$ cat src/hdl/lru_key_value_cache_defines.svh
// Assertion macros used by the LRU key/value cache top level.
`ifndef LRU_KEY_VALUE_CACHE_DEFINES_SVH
`define LRU_KEY_VALUE_CACHE_DEFINES_SVH

// Same-cycle implication, muted while reset is asserted.
`define LKV_ASSERT_IMP(label, clk, rst_n, ante, cons) \
    label: assert property (@(posedge clk) disable iff (!rst_n) (ante) |-> (cons)) \
        else $error("same-cycle check failed");

// Next-cycle implication, muted while reset is asserted.
`define LKV_ASSERT_NEXT(label, clk, rst_n, ante, cons) \
    label: assert property (@(posedge clk) disable iff (!rst_n) (ante) |=> (cons)) \
        else $error("next-cycle check failed");

`endif

$ cat src/hdl/lkv_pkg.sv
// Shared constants and controller command type for the LRU key/value cache.
package lkv_pkg;

    localparam int DEFAULT_ENTRIES = 16;
    localparam int KEY_W           = 32;
    localparam int VALUE_W         = 32;
    localparam int CAP_W           = 5;

    localparam logic [CAP_W-1:0]   CAP_RESET  = 5'd16;
    localparam logic               CMD_GET    = 1'b0;
    localparam logic               CMD_PUT    = 1'b1;
    localparam logic [VALUE_W-1:0] MISS_VALUE = {VALUE_W{1'b1}};
    localparam logic [VALUE_W-1:0] PUT_VALUE  = '0;

    typedef struct packed {
        logic load_in;  // capture the incoming request
        logic cmp_en;   // register the tag compare and slot search
        logic upd_en;   // apply the rank, tag and value update
    } lkv_cmd_t;

endpackage

$ cat src/hdl/lru_key_value_cache.sv
// Fully associative LRU key/value cache, top level.
// Each accepted request passes through the compare state and then the update state, where its result is registered.
// A new request is taken in the update cycle; compare then holds until the older result leaves.
// Reset (rst_n low, asynchronous) empties the cache and sets the capacity register to 16.
// No clearing pass: slot valid bits clear at once, so requests are taken right after reset.
`include "lru_key_value_cache_defines.svh"

module lru_key_value_cache #(
    parameter int ENTRIES = lkv_pkg::DEFAULT_ENTRIES
) (
    input  logic                          clk,
    input  logic                          rst_n,
    // request stream
    input  logic                          s_axis_tvalid,
    output logic                          s_axis_tready,
    input  logic [63:0]                   s_axis_tdata,  // [31:0] lookup_key, [63:32] write_value
    input  logic                          s_axis_tuser,  // [0] command
    // result stream
    output logic                          m_axis_tvalid,
    input  logic                          m_axis_tready,
    output logic [31:0]                   m_axis_tdata,  // [31:0] read_value
    output logic                          m_axis_tuser,  // [0] hit
    // capacity register write
    input  logic                          cfg_valid,
    output logic                          cfg_ready,
    input  logic [lkv_pkg::CAP_W-1:0]     cfg_data
);
    import lkv_pkg::*;

    lkv_cmd_t                  ctl;
    logic signed [KEY_W-1:0]   lookup_key;
    logic signed [VALUE_W-1:0] write_value;
    logic signed [VALUE_W-1:0] read_value;
    logic                      hit;

    // unpack the request fields
    assign lookup_key  = s_axis_tdata[KEY_W-1:0];
    assign write_value = s_axis_tdata[KEY_W+VALUE_W-1:KEY_W];

    // the capacity register takes a write in any cycle
    assign cfg_ready = 1'b1;

    // sequencer: idle -> compare -> update, result held until taken
    lkv_ctrl u_ctrl (
        .clk       (clk),
        .rst_n     (rst_n),
        .in_valid  (s_axis_tvalid),
        .in_ready  (s_axis_tready),
        .out_valid (m_axis_tvalid),
        .out_ready (m_axis_tready),
        .ctl       (ctl)
    );

    // tags, ranks and value store
    lkv_datapath #(
        .ENTRIES (ENTRIES)
    ) u_datapath (
        .clk        (clk),
        .rst_n      (rst_n),
        .ctl        (ctl),
        .in_command (s_axis_tuser),
        .in_key     (lookup_key),
        .in_value   (write_value),
        .cfg_we     (cfg_valid && cfg_ready),
        .cfg_data   (cfg_data),
        .out_hit    (hit),
        .out_value  (read_value)
    );

    assign m_axis_tdata = read_value;
    assign m_axis_tuser = hit;

    // after an accept the block sits in compare and takes no further request
    `LKV_ASSERT_NEXT(a_accept_then_busy, clk, rst_n, s_axis_tvalid && s_axis_tready, !s_axis_tready)
    // the update cycle only runs once the previous result has left
    `LKV_ASSERT_IMP(a_upd_output_free, clk, rst_n, ctl.upd_en, !m_axis_tvalid)
    // every update presents its result on the next cycle
    `LKV_ASSERT_NEXT(a_upd_gives_result, clk, rst_n, ctl.upd_en, m_axis_tvalid)
    // compare and update never overlap
    `LKV_ASSERT_IMP(a_stage_exclusive, clk, rst_n, ctl.cmp_en, !ctl.upd_en)

endmodule

$ cat src/hdl/lkv_ctrl.sv
// Request sequencer for the LRU key/value cache: compare, update, result hold.
module lkv_ctrl (
    input  logic             clk,
    input  logic             rst_n,
    input  logic             in_valid,
    output logic             in_ready,
    output logic             out_valid,
    input  logic             out_ready,
    output lkv_pkg::lkv_cmd_t ctl
);
    import lkv_pkg::*;

    localparam logic [1:0] ST_IDLE = 2'd0;
    localparam logic [1:0] ST_CMP  = 2'd1;
    localparam logic [1:0] ST_UPD  = 2'd2;

    logic [1:0] state_reg;
    logic [1:0] state_next;
    logic       out_valid_reg;
    logic       out_valid_next;
    logic       accept;
    logic       out_free;

    assign in_ready  = (state_reg == ST_IDLE) || (state_reg == ST_UPD);
    assign accept    = in_valid && in_ready;
    assign out_free  = !out_valid_reg || out_ready;
    assign out_valid = out_valid_reg;

    always_comb
    begin
        state_next = state_reg;
        case (state_reg)
            ST_IDLE:
            begin
                if (accept)
                    state_next = ST_CMP;
            end
            ST_CMP:
            begin
                if (out_free)
                    state_next = ST_UPD;
            end
            ST_UPD:
            begin
                state_next = accept ? ST_CMP : ST_IDLE;
            end
            default:
            begin
                state_next = ST_IDLE;
            end
        endcase
    end

    always_comb
    begin
        out_valid_next = out_valid_reg;
        if (state_reg == ST_UPD)
            out_valid_next = 1'b1;
        else if (out_ready)
            out_valid_next = 1'b0;
    end

    assign ctl.load_in = accept;
    assign ctl.cmp_en  = (state_reg == ST_CMP);
    assign ctl.upd_en  = (state_reg == ST_UPD);

    always_ff @(posedge clk or negedge rst_n)
    begin
        if (!rst_n)
        begin
            state_reg     <= ST_IDLE;
            out_valid_reg <= 1'b0;
        end
        else
        begin
            state_reg     <= state_next;
            out_valid_reg <= out_valid_next;
        end
    end

endmodule

$ cat src/hdl/lkv_datapath.sv
// Tag lanes, recency ranks, value memory and result logic of the LRU cache.
module lkv_datapath #(
    parameter int ENTRIES = lkv_pkg::DEFAULT_ENTRIES
) (
    input  logic                               clk,
    input  logic                               rst_n,
    input  lkv_pkg::lkv_cmd_t                  ctl,
    input  logic                               in_command,
    input  logic signed [lkv_pkg::KEY_W-1:0]   in_key,
    input  logic signed [lkv_pkg::VALUE_W-1:0] in_value,
    input  logic                               cfg_we,
    input  logic        [lkv_pkg::CAP_W-1:0]   cfg_data,
    output logic                               out_hit,
    output logic signed [lkv_pkg::VALUE_W-1:0] out_value
);
    import lkv_pkg::*;

    localparam int IW = (ENTRIES > 1) ? $clog2(ENTRIES) : 1;
    localparam int CW = $clog2(ENTRIES + 1);
    localparam int OW = (CW > CAP_W) ? CW : CAP_W;

    // request hold
    logic               cmd_reg;
    logic [KEY_W-1:0]   key_in_reg;
    logic [VALUE_W-1:0] val_in_reg;

    // per-slot state
    logic [ENTRIES-1:0] valid_reg;
    logic [ENTRIES-1:0] valid_next;
    logic [KEY_W-1:0]   key_reg    [ENTRIES];
    logic [IW-1:0]      rank_reg   [ENTRIES];
    logic [IW-1:0]      rank_next  [ENTRIES];
    logic [CW-1:0]      occ_reg;
    logic [CW-1:0]      occ_next;
    logic [CAP_W-1:0]   cap_reg;

    // compare stage
    logic [ENTRIES-1:0] match;
    logic [ENTRIES-1:0] victim;
    logic [ENTRIES-1:0] free_one;
    logic [CW-1:0]      occ_m1;
    logic [OW-1:0]      eff_cap;
    logic [ENTRIES-1:0] match_reg;
    logic [ENTRIES-1:0] victim_reg;
    logic [ENTRIES-1:0] free_reg;
    logic               hit_reg;
    logic               evict_reg;

    // update stage
    logic [ENTRIES-1:0] tgt;
    logic [IW-1:0]      tgt_idx;
    logic [IW-1:0]      tgt_rank;
    logic               is_put;
    logic               touch;
    logic               insert;

    // value store and result
    logic [VALUE_W-1:0] val_mem [ENTRIES];
    logic [VALUE_W-1:0] rd_reg;
    logic               res_hit_reg;
    logic               res_put_reg;

    always_ff @(posedge clk)
    begin
        if (ctl.load_in)
        begin
            cmd_reg    <= in_command;
            key_in_reg <= in_key;
            val_in_reg <= in_value;
        end
    end

    // clamp the programmed capacity to 1..ENTRIES
    always_comb
    begin
        eff_cap = OW'(cap_reg);
        if (cap_reg == '0)
            eff_cap = OW'(1);
        else if (OW'(cap_reg) > OW'(ENTRIES))
            eff_cap = OW'(ENTRIES);
    end

    assign occ_m1   = occ_reg - CW'(1);
    assign free_one = ~valid_reg & (valid_reg + ENTRIES'(1));

    always_comb
    begin
        for (int i = 0; i < ENTRIES; i++)
        begin
            match[i]  = valid_reg[i] && (key_reg[i] == key_in_reg);
            victim[i] = valid_reg[i] && (CW'(rank_reg[i]) == occ_m1);
        end
    end

    always_ff @(posedge clk)
    begin
        if (ctl.cmp_en)
        begin
            match_reg  <= match;
            victim_reg <= victim;
            free_reg   <= free_one;
            hit_reg    <= |match;
            evict_reg  <= OW'(occ_reg) >= eff_cap;
        end
    end

    assign is_put = (cmd_reg == CMD_PUT);
    assign touch  = hit_reg || is_put;
    assign insert = !hit_reg && is_put && !evict_reg;
    assign tgt    = hit_reg ? match_reg : (evict_reg ? victim_reg : free_reg);

    // one-hot target to index and rank
    always_comb
    begin
        tgt_idx  = '0;
        tgt_rank = '0;
        for (int i = 0; i < ENTRIES; i++)
        begin
            if (tgt[i])
            begin
                tgt_idx  = tgt_idx | IW'(i);
                tgt_rank = tgt_rank | rank_reg[i];
            end
        end
    end

    always_comb
    begin
        for (int i = 0; i < ENTRIES; i++)
        begin
            valid_next[i] = valid_reg[i] || (insert && tgt[i]);
            rank_next[i]  = rank_reg[i];
            if (touch)
            begin
                if (tgt[i])
                    rank_next[i] = '0;
                else if (valid_reg[i] && (insert || (rank_reg[i] < tgt_rank)))
                    rank_next[i] = rank_reg[i] + IW'(1);
            end
        end
        occ_next = insert ? occ_reg + CW'(1) : occ_reg;
    end

    always_ff @(posedge clk or negedge rst_n)
    begin
        if (!rst_n)
        begin
            valid_reg <= '0;
            occ_reg   <= '0;
            cap_reg   <= CAP_RESET;
            for (int i = 0; i < ENTRIES; i++)
                rank_reg[i] <= '0;
        end
        else
        begin
            if (cfg_we)
                cap_reg <= cfg_data;
            if (ctl.upd_en)
            begin
                valid_reg <= valid_next;
                occ_reg   <= occ_next;
                for (int i = 0; i < ENTRIES; i++)
                    rank_reg[i] <= rank_next[i];
            end
        end
    end

    // a put miss replaces the tag of the chosen slot
    always_ff @(posedge clk)
    begin
        for (int i = 0; i < ENTRIES; i++)
        begin
            if (ctl.upd_en && is_put && !hit_reg && tgt[i])
                key_reg[i] <= key_in_reg;
        end
    end

    always_ff @(posedge clk)
    begin
        if (ctl.upd_en)
        begin
            if (is_put)
                val_mem[tgt_idx] <= val_in_reg;
            rd_reg      <= val_mem[tgt_idx];
            res_hit_reg <= hit_reg;
            res_put_reg <= is_put;
        end
    end

    assign out_hit   = res_hit_reg;
    assign out_value = res_put_reg ? PUT_VALUE : (res_hit_reg ? rd_reg : MISS_VALUE);

endmodule
$ cat config.mk
export PLATFORM = sky130hd
export DESIGN_NAME = lru_key_value_cache
export DESIGN_NICKNAME = d
export VERILOG_FILES = /design/src/hdl/lkv_pkg.sv /design/src/hdl/lru_key_value_cache.sv /design/src/hdl/lkv_ctrl.sv /design/src/hdl/lkv_datapath.sv
export VERILOG_INCLUDE_DIRS = /design/src /design/src/hdl
export SDC_FILE = /design/constraint.sdc
export NUM_CORES = 2
export LEC_CHECK = 0
export CAP_MARGIN = 40
export CORE_AREA = 2 2 290 292
export DETAILED_ROUTE_END_ITERATION = 10
export DIE_AREA = 0 0 292 294
export DONT_BUFFER_PORTS = 1
export PLACE_DENSITY = 0.9
export SYNTH_ARGS = -nofsm -noshare
export SYNTH_HDL_FRONTEND = slang
export SYNTH_HIERARCHICAL = 1
export SYNTH_SLANG_ARGS = --single-unit
$ cat constraint.sdc
create_clock -name clk -period 10.2 [get_ports clk]
set_input_delay 0.51 -clock clk [delete_from_list [all_inputs] [get_ports clk]]
set_output_delay 0.51 -clock clk [all_outputs]
set_load 0.005 [all_outputs]
Word-level counts from Yosys, hierarchy flattened
Memories as Yosys holds them, arrays and structs flattened. A register that Yosys moved wholly into a read port is not among the register bits. Cells that the tools add are included.

Register bits after elaboration: 210. Latch bits: 0. RAM bits: 1024. ROM bits: 0. Bits of input ports: 75. Logic and storage cells: 394. Memories: 2.

Memory list: u_datapath.key_reg (depth 16, width 32, rd ports 16, clocked after memory_dff 0, wr ports 16, line lkv_datapath.sv:30) `logic [KEY_W-1:0] key_reg [ENTRIES];`; u_datapath.val_mem (depth 16, width 32, rd ports 1, clocked after memory_dff 1, wr ports 1, line lkv_datapath.sv:58) `logic [VALUE_W-1:0] val_mem [ENTRIES];`.

Add/sub/neg operators: 19. Multipliers: 0. Divide/modulo/power cells: 0. Order comparisons: 18. Eq/ne operators: 36. Shifts and indexed selects: 0. Muxes and demuxes: 110. Bitwise logic cells: 17. Reduce and logical (&&, ||, !) cells: 161.

Operators with widths (count): 32-bit == test (16); 4-bit 2-to-1 mux (56); 1-bit logical AND (85); 4-bit by 5-bit == test with 1-bit output (16); 4-bit by 1-bit adder with 4-bit output, second input constant (16); 4-bit < comparator (16); 32-bit 2-to-1 mux (2); 4-bit bitwise OR (15); 3-bit AND reduction (16); 1-bit 2-to-1 mux (39); 1-bit logical OR (35); 2-bit nonzero test (17); 16-bit 2-to-1 mux (2); 16-bit by 1-bit adder with 16-bit output, second input constant (1); 16-bit bitwise AND (1); 16-bit NOT (1); 16-bit OR reduction (1); 3-bit 2-to-1 mux (4); 5-bit 2-to-1 mux (2); 2-bit 2-to-1 mux (4); 2-bit case mux with 3 select lines (1); 5-bit by 1-bit adder with 5-bit output, second input constant (1); 5-bit greater-or-equal comparator (1); 5-bit > comparator, second input constant (1); other kinds (8) (12).

Logic depth before layout (Yosys ltp)
Depth after elaboration: 38. Gate-level depth with buffers: 18. Depth with buffers taken out: 14.

By module
The synthesis kept the hierarchy.

Modules (own cells, without submodules): lkv_datapath (instances 1, cells an instance 3169, area an instance 53122.2 µm²); lkv_ctrl (instances 1, cells an instance 15, area an instance 156.4 µm²); lru_key_value_cache (instances 1, cells an instance 2, area an instance 11.3 µm²).

Least setup slack after synthesis
OpenSTA, ideal clock, no wires.

Path type: reg2reg. Start: register u_datapath.evict_reg. End: memory u_datapath.val_mem[1][0] (enable). Library setup time: 0.461 ns. Data arrival time: 4.775 ns. Required time: 9.739 ns. Path slack: 4.964 ns. Stages on the path, launching flop included: 11. Clock period less this slack: 5.236 ns. Cell sequence: edfxtp_1 -> buf_6 -> mux2_4 -> o21a_1 -> buf_2 -> or4_1 -> nor4_2 -> buf_2 -> buf_2 -> nand2b_1 -> nor3_1.

Cells in the longest elaborated chain, start to end: 17.

Ends and longest elaborated chain: start, declared (line lkv_datapath.sv:47) `logic evict_reg;`; start signal, assigned (line lkv_datapath.sv:103) `evict_reg <= OW'(occ_reg) >= eff_cap;`; 16-bit 2-to-1 mux (*) (2 in a row) (line lkv_datapath.sv:110) `assign tgt = hit_reg ? match_reg : (evict_reg ? victim_reg : free_reg);`; 1-bit 2-to-1 mux (line lkv_datapath.sv:119) `if (tgt[i])`; 2-bit 2-to-1 mux (2 in a row) (line lkv_datapath.sv:119); 3-bit 2-to-1 mux (4 in a row) (line lkv_datapath.sv:119); 4-bit 2-to-1 mux (7 in a row) (line lkv_datapath.sv:119); 4-bit 2-to-1 mux (*) (line lkv_datapath.sv:119); end, declared (line lkv_datapath.sv:58).

Mark *: on every way between the ends. The rest lies on a longest branch, timed or not.

Worst setup path in the final report
Start: register u_datapath.evict_reg. End: memory u_datapath.val_mem[8][1] (enable).

Same word-level chain as after synthesis.

==> reports/summary.log <==
qor: global_route.gr-total-overflow 0
qor: detailed_routing.met3WireLength 23000 um
qor: run_status.result_of_the_run finished clean
qor: setup_path.critPathMaxFanout 62
qor: synth.synth_cells 3186
qor: setup_path.critical-path-max-stage-delay 0.83 ns
qor: power_and_ir_drop.powerDensity 215.7 nW/um^2
qor: synth.synth_enable_flop_cells 1173
qor: power_and_ir_drop.power_leakage 0.01942 uW
qor: sta.worst_slew_pin_slew 1.006 ns
qor: power_and_ir_drop.total_power 12840 uW
qor: hold_path.hold_path_class in2reg
qor: power_and_ir_drop.pwr-share-seq 48.8%
qor: setup_path.cp.buffers_inverters 3
qor: sta.timing.final.hold_violations 0
qor: sta.setup_tns 0 ns
qor: sta.max-slew-margin-rel 32.96%
qor: power_and_ir_drop.power_switching_share 28.92%
qor: sta.layout_min_cycle_time 5.154 ns
qor: synth.ys_seq_area_share 70.47%
qor: setup_path.timing_worst_setup_path_type reg2reg
qor: sta.finalHoldWorstSlack 0.004572 ns
qor: detailed_routing.vias 32720
qor: sta.fin_ws 5.046 ns
qor: global_route.first_global_vias 33150
qor: synth.syn-mean-instance-area 16.73 sq um
qor: sta.finalCritPeriodShare 50.53%
qor: detailed_routing.detailedRoute.firstIterationViolations 5696
qor: layout.stdcell_count 4509
qor: run.maxcap_violations 0
qor: detailed_routing.top_routing_layer_in_use met5
qor: detailed_routing.route.detailed.drc 0
qor: placement.detailedPlace.worstSlack 5.286 ns
qor: detailed_routing.drt-vias-per-instance 7.257
qor: clock_tree.htree_num_levels 3
qor: layout.layout.nets 3478
qor: clock_tree.cts_tree yes
qor: placement.gp_routability_congestion 0.9329
qor: sta.clock_skew 0.03446 ns
qor: detailed_routing.drt.antenna.violating_nets 0
qor: die.floorplan.rows 106
qor: synth.synthDistinctLibCells 65
qor: synth.yosys_warnings 6
qor: die.coreArea 82890 sq um
qor: setup_path.cp-end-kind register
qor: layout.fillCellCount 4281
qor: clock_tree.clock_latency 0.72 ns
qor: placement.placed_cells_incl_taps 4216
qor: power_and_ir_drop.comb_power_share 16.9%
qor: layout.ff_latch_area 37550 sq um
qor: layout.multi_input_area 14910 sq um
qor: placement.io_buffer_count 0
qor: setup_path.critical_path_arrival 5.50 ns
qor: placement.place_hpwl 76380 um
qor: power_and_ir_drop.worst_ir_drop_vdd 195.7 uV
qor: setup_path.path_cells buf_4 -> mux2_2 -> mux2_2 -> or4_1 -> nor4_4 -> buf_4 -> nand2_1 -> nor3_2 -> buf_4
qor: clock_tree.cts-root-buf sky130_fd_sc_hd__clkbuf_16
qor: sta.report.final.slew_viol_count 0
qor: global_route.grt_max_degree 94
qor: sta.grt_setup_unrepaired no
qor: sta.max_freq 194.0 MHz
qor: clock_tree.cts.clk_slew.worst_paths 0.06 ns
qor: global_route.antenna_found_initial 10
qor: sta.setup_viol 0
qor: synth.ys.flop_type sky130_fd_sc_hd__edfxtp_1
qor: detailed_routing.dr.pass1.iters 6
qor: power_and_ir_drop.internal_power 9124 uW
qor: setup_path.timing.critical_path.slowest_stage_cell sky130_fd_sc_hd__nor3_2
qor: clock_tree.post_cts.resized_instances 0
qor: power_and_ir_drop.power.switching 3712 uW
qor: detailed_routing.wl 154500 um
qor: layout.synthToLayoutAreaGrowth 11.68%
qor: synth.post_synth_instance_area 53290 sq um
qor: clock_tree.clock-sinks 1266
qor: global_route.first_pass_grt_wire_length 221400 um
qor: detailed_routing.m1WireLength 49390 um
qor: synth.synthesis.nets 3332
qor: global_route.grtUsageTotal 35.80%
qor: detailed_routing.dr_wl_met2 71200 um
qor: setup_path.startpoint_type register
qor: setup_path.timing.critical_path.max_delay_family simple AND/OR/NAND/NOR gates
qor: clock_tree.cts_buffer_depth 3
qor: power_and_ir_drop.pwr-share-clk 34.2%
qor: synth.synth-async-reset-ratio 7.346%
qor: die.chipHeight 294 um
qor: die.design.portCount 111
qor: layout.fraction_of_final_layout_cells_sized_beyond_drive_strength_1 14.63%
qor: die.floorplan.initialDensity 64.29%
qor: setup_path.cp_data_required_time 10.54 ns
qor: clock_tree.cts_inserted_buffers 116
qor: setup_path.crit_path_frequent_cell sky130_fd_sc_hd__buf_4
qor: die.die-area 85850 sq um
qor: die.die-width 292 um
qor: synth.synth_seq_cells 1266
qor: detailed_routing.wl_per_cell 34.26 um
-- metrics by stage --
step	util (%)	cell area, sq um
3_5_place_dp	66.34	54990
5_1_grt	71.79	59500
2_1_floorplan	-	53290
4_1_cts	71.72	59450
3_3_place_gp	65.95	54670
6_report	71.79	59510
-- cells in the final DEF (no fill, tap or decap), types with 31 or more instances in the layout --
cell / n
sky130_fd_sc_hd__o21a_1: 34
sky130_fd_sc_hd__mux2_2: 31
sky130_fd_sc_hd__a22oi_1: 77
sky130_fd_sc_hd__buf_4: 94
sky130_fd_sc_hd__nor3_1: 31
sky130_fd_sc_hd__edfxtp_1: 1173
sky130_fd_sc_hd__o21ai_0: 57
sky130_fd_sc_hd__nand2_1: 92
sky130_fd_sc_hd__xnor2_1: 475
sky130_fd_sc_hd__nand4_1: 136
sky130_fd_sc_hd__inv_1: 50
sky130_fd_sc_hd__nor2_1: 60
sky130_fd_sc_hd__mux4_2: 128
sky130_fd_sc_hd__dlygate4sd3_1: 72
sky130_fd_sc_hd__nand3_1: 48
sky130_fd_sc_hd__ha_1: 71
sky130_fd_sc_hd__xor2_1: 106
sky130_fd_sc_hd__clkbuf_16: 117
sky130_fd_sc_hd__dfrtp_1: 92
sky130_fd_sc_hd__a21oi_1: 52
sky130_fd_sc_hd__nor4_1: 53
-- final cells by class --
cell class / count / share of cell area [%]
diodes: 5 / 0.02102
clock buffers: 146 / 5.103
clock inverters: 64 / 1.142
inverters: 50 / 0.3154
multi-input cells: 1710 / 25.06
flip-flops and latches: 1266 / 63.10
well taps: 1080 / 2.271
repair buffers: 188 / 2.988
-- cells by family after synthesis --
kind of cell             count (synthesis)  synth area share [%]
AO/OA/AOI/OAI                          360                 4.750
XOR/XNOR                               583                 9.582
adder cells (fa/ha/maj)                 71                 1.667
buffers and inverters                  210                 1.914
flip-flops                            1266                 70.47
multiplexers                           166                 6.227
other                                    1              0.007037
AND/OR/NAND/NOR                        529                 5.386
-- power groups by stage --
stage | Clock, uW | Sequential, uW | Combinational (uW)
global placement | 0 | 6310 | 1840
CTS | 4370 | 6230 | 2090
global route | 4570 | 6270 | 2310
finish | 4390 | 6270 | 2180
detailed placement | 0 | 6330 | 1980
floorplan | 0 | 6190 | 1410
-- final timing paths --
path	start	to	slack [ns]	cells after the start
min in group asynchronous	rst_n	u_datapath/cap_reg[1]$_DFFE_PN0P_	0.36	2
worst max-delay path	u_datapath/evict_reg$_DFFE_PP_	u_datapath/val_mem[8][1]$_DFFE_PP_	5.05	9
worst min-delay path	m_axis_tready	u_ctrl/state_reg[0]$_DFFE_PN0P_	0.005	2
worst min register to register	u_datapath/free_reg[11]$_DFFE_PP_	u_datapath/valid_reg[11]$_DFFE_PN0P_	0.50	1
max in group asynchronous	rst_n	u_datapath/rank_reg[8]$_DFFE_PN0P_	9.36	2
worst max register to register	u_datapath/evict_reg$_DFFE_PP_	u_datapath/val_mem[8][1]$_DFFE_PP_	5.05	9
-- worst register-to-register path: stages (launching register included) --
cell and delay (ns):
sky130_fd_sc_hd__edfxtp_1 0.32, sky130_fd_sc_hd__buf_4 0.31, sky130_fd_sc_hd__mux2_2 0.43, sky130_fd_sc_hd__mux2_2 0.38
sky130_fd_sc_hd__or4_1 0.56, sky130_fd_sc_hd__nor4_4 0.14, sky130_fd_sc_hd__buf_4 0.77, sky130_fd_sc_hd__nand2_1 0.51
sky130_fd_sc_hd__nor3_2 0.83, sky130_fd_sc_hd__buf_4 0.53
-- cell usage after synthesis (all sizes together) (50+ instances only) --
cell / count / share of area (%)
inv: 50 / 0.35
ha: 71 / 1.7
nand4: 136 / 1.6
clkbuf: 105 / 0.75
xor2: 106 / 1.7
a21oi: 52 / 0.49
a22oi: 77 / 1.1
o21ai: 59 / 0.55
edfxtp: 1173 / 66
nor2: 73 / 0.51
mux4: 128 / 5.4
nor4: 56 / 0.73
nand2: 92 / 0.65
xnor2: 477 / 7.8
dfrtp: 92 / 4.3
buf: 51 / 0.67
-- metal layers --
layer | track usage, % | vias to the layer above
li1 | - | 12600
met1 | 44.87 | 15810
met2 | 55.51 | 3480
met3 | 10.41 | 833
met4 | 22.39 | 8
met5 | 0.05672 | -
-- repair_timing --
| action | in CTS | in global routing |
|---|---|---|
| buffers inserted | 0 | 0 |
| hold buffers | 73 | 0 |
| hold endpoints to repair | 163 | 0 |
Note: power is estimated with default switching activity, not from simulation.
